`config.mk`:
```
export PLATFORM = sky130hd
export DESIGN_NAME = sfc_cell
export DESIGN_NICKNAME = d
export VERILOG_FILES = /design/src/hdl/sfc_pkg.sv /design/src/hdl/sfc_cell.sv
export SDC_FILE = /design/constraint.sdc
export NUM_CORES = 1
export LEC_CHECK = 0
export ABC_AREA = 1
export ABC_CLOCK_PERIOD_IN_PS = 6900
export BUFFER_PORTS_ARGS = -buffer_cell sky130_fd_sc_hd__clkbuf_2
export CORE_MARGIN = 1.5
export CORE_UTILIZATION = 55
export CTS_CLUSTER_SIZE = 20
export DETAILED_ROUTE_END_ITERATION = 12
export PLACE_DENSITY = 0.76
export SYNTH_ARGS = -nofsm -noshare
export SYNTH_HDL_FRONTEND = slang
export SYNTH_SLANG_ARGS = --single-unit
```
`constraint.sdc`:
```
create_clock -name clk_i -period 6.9 [get_ports clk_i]
set_input_delay 0.345 -clock clk_i [delete_from_list [all_inputs] [get_ports clk_i]]
set_output_delay 0.345 -clock clk_i [all_outputs]
set_load 0.02 [all_outputs]
```
`src/hdl/sfc_pkg.sv`:
```
// Shared types and constants for the streaming FIR convolver.
// No dependencies; imported by sfc_cell and streaming_fir_convolver.
package sfc_pkg;

  localparam int unsigned MAX_TAPS  = 64;
  localparam int unsigned TAP_IDX_W = $clog2(MAX_TAPS);
  localparam int unsigned TAP_CNT_W = 7;
  localparam int unsigned DATA_W    = 16;
  localparam int unsigned PROD_W    = 2 * DATA_W;
  localparam int unsigned ACC_W     = 38;
  localparam int unsigned FRAC_W    = 15;
  localparam int unsigned CMD_W     = 2;

  typedef enum logic [CMD_W-1:0] {
    CMD_SAMPLE = 2'd0,
    CMD_LOAD   = 2'd1,
    CMD_CLEAR  = 2'd2
  } cmd_e;

  typedef enum logic [1:0] {
    ST_IDLE,
    ST_ADD,
    ST_OUT
  } state_e;

  // broadcast controls from the sequencer to every cell
  typedef struct packed {
    logic load;   // coefficient write, qualified per cell by its select bit
    logic mul;    // register h[k] * sample
    logic upd;    // shift partial sums one cell toward the output
    logic clr;    // zero all partial sums
  } cell_ctrl_t;

endpackage

```
`src/hdl/sfc_cell.sv`:
```
// One tap cell of the transposed FIR chain: coefficient, product and partial sum.
// Depends on sfc_pkg.
module sfc_cell import sfc_pkg::*; (
  input  logic                     clk_i,
  input  logic                     rst_ni,
  input  cell_ctrl_t               ctrl_i,
  input  logic                     load_sel_i,
  input  logic                     active_i,   // tap k+1 is in use
  input  logic signed [DATA_W-1:0] value_i,
  input  logic signed [ACC_W-1:0]  sum_i,      // pass value of right neighbor
  output logic signed [ACC_W-1:0]  pass_o      // sum_q + product
);

  logic signed [DATA_W-1:0] coef_q;
  logic signed [PROD_W-1:0] prod_q;
  logic signed [ACC_W-1:0]  sum_q, sum_d;

  always_ff @(posedge clk_i or negedge rst_ni) begin
    if (!rst_ni) begin
      coef_q <= '0;
    end else if (ctrl_i.load && load_sel_i) begin
      coef_q <= value_i;
    end
  end

  always_ff @(posedge clk_i) begin
    if (ctrl_i.mul) begin
      prod_q <= coef_q * value_i;
    end
  end

  always_comb begin
    sum_d = sum_q;
    if (ctrl_i.clr) begin
      sum_d = '0;
    end else if (ctrl_i.upd) begin
      sum_d = active_i ? sum_i : '0;
    end
  end

  always_ff @(posedge clk_i or negedge rst_ni) begin
    if (!rst_ni) begin
      sum_q <= '0;
    end else begin
      sum_q <= sum_d;
    end
  end

  assign pass_o = sum_q + {{(ACC_W-PROD_W){prod_q[PROD_W-1]}}, prod_q};

endmodule

```
==> impl_metrics.json, run 1 <==
{
  "outcome": "complete, no violations",
  "setup_viol": 0,
  "via_per_inst": 5.21,
  "grt_overflow_total": 0,
  "cts_setup_buffers": 0,
  "fin_crit_sh_pct": 89.1,
  "rows": 64,
  "cp-end-kind": "flop",
  "clock.fmax_mhz": 163,
  "dp_hpwl_mm": 36.2,
  "synth_common_cells": "inv_1, nand2_1, fa_1",
  "syn_avg_cell_area_um2": 7.34,
  "async_flop_share_pct": 62.8,
  "drt_iter0_drc": 1290,
  "fin_crit_ps": 6150,
  "diodes": 0,
  "finalMaxSlewViolations": 0,
  "critPathArrivalTime_ps": 6340,
  "rsz0062_at_grt": "no",
  "yosysMostFrequentCell": "inv_1",
  "vias": 14300,
  "grt_use_total_pct": 29.2,
  "firstDrtPassIters": 8,
  "drive_gt1_share_pct": 8.63,
  "io_pins": 100,
  "synth_nets": 2749,
  "cts_buffers": 9,
  "wirelength_mm": 43.0,
  "clock_latency_ps": 370,
  "crit_type": "reg2reg",
  "yosysWarnings": 0,
  "tightest_slew_ps": 931,
  "synth-edff-count": 32,
  "regToRegStartpoint": "coef_q[15]",
  "nets": 2791,
  "cts.clk_slew.worst_paths_ps": 80,
  "synthToLayoutAreaGrowth_pct": 6.19,
  "core_um2": 30400,
  "syn_area_um2": 16900,
  "yosysUniqueCellTypes": 34,
  "reg2reg_depth": 18,
  "routabilityCongestion": 0.975,
  "io_buffers": 99,
  "synth_seq_cells": 86,
  "fin_ws_ps": 752,
  "root_buffer": "clkbuf_16",
  "drc": 0,
  "slew_headroom_pct": 37.9,
  "nFillCells": 2829,
  "antenna_found_initial": 0,
  "cts_tree": "done",
  "yosysTopAreaCellShare_pct": 31.1,
  "cts_resized": 0,
  "grt_max_degree": 55,
  "dpl_worst_slack_ps": 816,
  "wl_per_cell_um": 15.6,
  "reg2reg_slack_ps": 750,
  "hp-class": "in2async",
  "detail-route-antenna-nets": 0,
  "synth.largest_area_cell": "fa_1",
  "grt_pass1_vias": 14700,
  "fin_worst_skew_ps": 19.1,
  "maxCapViolCount": 0,
  "worstPathRequired_ps": 7100,
  "cts_max_level": 3,
  "start_kind": "flop",
  "r2r-end": "prod_q[23]",
  "synth_flop_cell": "dfrtp_1",
  "synth-seq-area-share_pct": 13.7,
  "fin_setup_tns_ps": 0,
  "synth_area_leaders": "fa_1, inv_1, nand2_1",
  "cts_buffer_depth": 2,
  "grt_pass1_wl_mm": 72.4,
  "start_util_pct": 55.6,
  "cts_sinks": 86,
  "dieWidth_um": 178,
  "die_h_um": 178,
  "finalHoldViolations": 0,
  "dieArea_um2": 31800,
  "cp_max_fo": 17,
  "netlist_instances": 2305,
  "cts_hold_buf": 0
}
==> critical path, stage by stage, from the launching register on <==
cell,delay (ps)
dfrtp_1,710
nand2_1,190
inv_1,130
fa_1,560
fa_1,820
fa_1,510
fa_1,500
fa_1,490
inv_1,50
fa_1,470
inv_1,40
ha_1,380
nand2_2,110
nor2_1,150
inv_1,110
nor2_2,190
nand4_1,190
nand3b_1,160
xor2_1,190
==> cells in the final DEF, fill, tap and decap left out, drive strengths merged <==
cell | synthesis | routed
dfrtp | 54 | 54
mux2 | 15 | 15
a21boi | 2 | 2
nand4 | 21 | 21
nand3 | 75 | 75
nand2 | 678 | 678
clkinv | 0 | 3
fa | 263 | 263
clkbuf | 68 | 109
nor2 | 117 | 117
o21a | 3 | 3
nand3b | 5 | 5
inv | 669 | 672
a21o | 1 | 1
or2 | 5 | 5
xor2 | 35 | 35
o22ai | 38 | 38
a21oi | 53 | 53
edfxtp | 32 | 32
ha | 119 | 119
nor3 | 12 | 12
buf | 4 | 4
o21bai | 9 | 9
xnor2 | 7 | 7
o21ai | 20 | 20
==> flip-flops by register name (all words and copies together), names as in the netlist <==
register and count:
prod_q 32, sum_q 38, coef_q 16
==> cell families (layout without fill, tap and decap cells) <==
family / after synthesis / after routing / share of synthesized area [%]
AO/OA/AOI/OAI: 126 / 126 / 4.34
XOR/XNOR: 42 / 42 / 2.17
adder cells (fa/ha/maj): 382 / 382 / 39.9
buffers and inverters: 741 / 788 / 16.5
flip-flops: 86 / 86 / 13.7
multiplexers: 15 / 15 / 0.998
AND/OR/NAND/NOR: 913 / 913 / 22.5
==> metal layers <==
| layer | vias to the layer above | GRT usage (%) | wire, µm |
|---|---|---|---|
| met3 | 79 | 4.16 | 3190 |
| met5 | - | 0 | 0 |
| met2 | 525 | 49.6 | 20600 |
| met4 | 0 | 8.99 | 1140 |
| li1 | 6777 | - | - |
| met1 | 6930 | 38.7 | 18000 |
==> how the worst max path moves through the flow <==
stage,start,endpoint
2_1_floorplan,coef_q[15],prod_q[31]
3_3_place_gp,value_i[1],prod_q[23]
3_5_place_dp,value_i[1],prod_q[23]
4_1_cts,coef_q[15],prod_q[23]
5_1_grt,coef_q[15],prod_q[24]
6_report,coef_q[15],prod_q[23]
==> through the flow <==
stage	instances	util (%)	area [µm²]	hold WS, ps
finish	2748	59.1	18000	99.3
global route	2748	59.1	18000	199
CTS	2748	59.1	18000	181
detailed placement	2732	58.1	17700	537
global placement	2732	58.1	17700	532
floorplan	2305	-	16900	49.4
==> area by class of cell <==
| type | instances | area [µm²] | share of cell area [%] |
|---|---|---|---|
| multi-input combinational | 1478 | 11800 | 65.8 |
| inverter | 669 | 2510 | 14.0 |
| sequential | 86 | 2310 | 12.9 |
| timing repair buffer | 103 | 526 | 2.92 |
| tap | 396 | 495 | 2.76 |
| clock buffer | 10 | 250 | 1.39 |
| clock inverter | 6 | 51.3 | 0.285 |
Power of run 1 is not shown: default switching activity piles up to over one toggle a cycle in this logic, so the estimate is an artifact.
==> inputs of run 2 (changes only) <==
PLACE_DENSITY = default   (was 0.76)
PLACE_DENSITY_LB_ADDON = 0.25   (was default)
==> impl_metrics.json, run 2 (synthesis gave the netlist of run 1 again) <==
{
  "vias": 14100,
  "antenna_found_initial": 0,
  "grt_pass1_wl_mm": 72.7,
  "path_cells": "nand2_1 -> inv_1 -> fa_1 -> fa_1 -> fa_1 -> fa_1 -> fa_1 -> inv_1 -> fa_1 -> inv_1 -> ha_1 -> nand2_2 -> nor2_1 -> inv_1 -> nor2_2 -> nand4_1 -> nand3b_1 -> xor2_1",
  "multi_input_area_um2": 11800,
  "crit_family": "adder cells",
  "critPathMostFrequentCell": "fa_1",
  "dieArea_um2": 31800,
  "synthToLayoutAreaGrowth_pct": 6.33,
  "cts_setup_buffers": 0,
  "tightest_slew_ps": 981,
  "fin_crit_sh_pct": 91.5,
  "wl_met1_mm": 19.3,
  "clock.fmax_mhz": 158,
  "reg2reg_depth": 18,
  "fin_crit_ps": 6310,
  "drive_gt1_share_pct": 8.67,
  "setup_viol": 0,
  "cts_buffer_depth": 2,
  "dr_wl_met2_mm": 20.9,
  "layout_commonest_cell": "inv_1",
  "final_cell_mix": "inv_1, nand2_1, fa_1, ha_1, nor2_1",
  "hold_slack_ps": 174,
  "crit_type": "reg2reg",
  "wl_per_cell_um": 15.9,
  "cts.clk_slew.worst_paths_ps": 90,
  "via_per_inst": 5.14,
  "io_buffers": 99,
  "nFillCells": 2850,
  "cp_slowest_cell": "fa_1",
  "met3WireLength_mm": 2.79,
  "regArea_um2": 2310,
  "firstDrtPassIters": 6,
  "diodes": 0,
  "rows": 64,
  "grt_overflow_total": 0,
  "final_util_pct": 59.1,
  "start_kind": "flop",
  "worstPathRequired_ps": 7080,
  "largest_register_ffs": 38,
  "grt_pass1_vias": 14400,
  "dieWidth_um": 178,
  "nets": 2792,
  "critPathBufInv": 4,
  "start_util_pct": 55.6,
  "grt_use_total_pct": 29.5,
  "top_regs": "sum_q: 38 flops, prod_q: 32 flops, coef_q: 16 flops",
  "regMostFlops": "sum_q",
  "finalHoldViolations": 0,
  "rsz0062_at_grt": "no",
  "wirelength_mm": 43.7,
  "cts_max_level": 3,
  "detail-route-antenna-nets": 0,
  "cts_sinks": 86,
  "cp.depth": 18,
  "final_area_um2": 18000,
  "outcome": "complete, no violations",
  "fin_setup_tns_ps": 0,
  "hp-class": "in2async",
  "fin_worst_skew_ps": 17.1,
  "routabilityCongestion": 0.952,
  "crit_path_max_incr_delay_ps": 860,
  "cp-end-kind": "flop",
  "cts_tree": "done",
  "slew_headroom_pct": 34.4,
  "clock_latency_ps": 360,
  "io_pins": 100,
  "place_area_um2": 17700,
  "cts_hold_buf": 0,
  "cts_buffers": 9,
  "drc": 0,
  "die_h_um": 178,
  "routed.top_layer": "met4",
  "cp_max_fo": 17,
  "critPathArrivalTime_ps": 6500,
  "root_buffer": "clkbuf_16",
  "cts_resized": 0,
  "core_um2": 30400,
  "maxCapViolCount": 0,
  "dp_hpwl_mm": 36.8,
  "drt_iter0_drc": 1066,
  "finalMaxSlewViolations": 0,
  "grt_max_degree": 55
}
run 2: cell types whose count changed in the layout (fill, tap and decap cells not counted):
cell and change:
inv_4 -1, inv_6 +3, clkinv_4 -2, inv_8 -1, clkbuf_16 +1, buf_4 +1
run 2: layout make-up:
class,count,share of cell area (%)
clock buffer,11,1.53
clock inverter,5,0.236
inverter,669,14.0
multi-input combinational,1478,65.7
sequential,86,12.8
tap,396,2.75
timing repair buffer,104,2.96
run 2: path summary, 6_finish.rpt:
| kind | from | to | slack [ps] |
|---|---|---|---|
| max in group asynchronous | rst_ni | sum_q[18] | 6160 |
| worst min register to register | sum_q[14] | sum_q[14] | 550 |
| worst max-delay path | coef_q[15] | prod_q[23] | 590 |
| worst min-delay path | rst_ni | coef_q[7] | 170 |
| worst max register to register | coef_q[15] | prod_q[23] | 590 |
| min in group clk_i | sum_i[35] | sum_q[35] | 200 |
run 2: routing by layer:
layer,track usage [%],up-vias
met5,0,-
met3,2.94,52
met4,5.97,0
met2,50.0,507
met1,41.2,6814
li1,-,6769
run 2: through the flow:
stage	instances	setup slack [ps]
6_report	2749	589
2_1_floorplan	2305	1220
5_1_grt	2749	246
3_3_place_gp	2733	754
4_1_cts	2749	666
3_5_place_dp	2733	686
Power of run 2 is left out for the same reason.
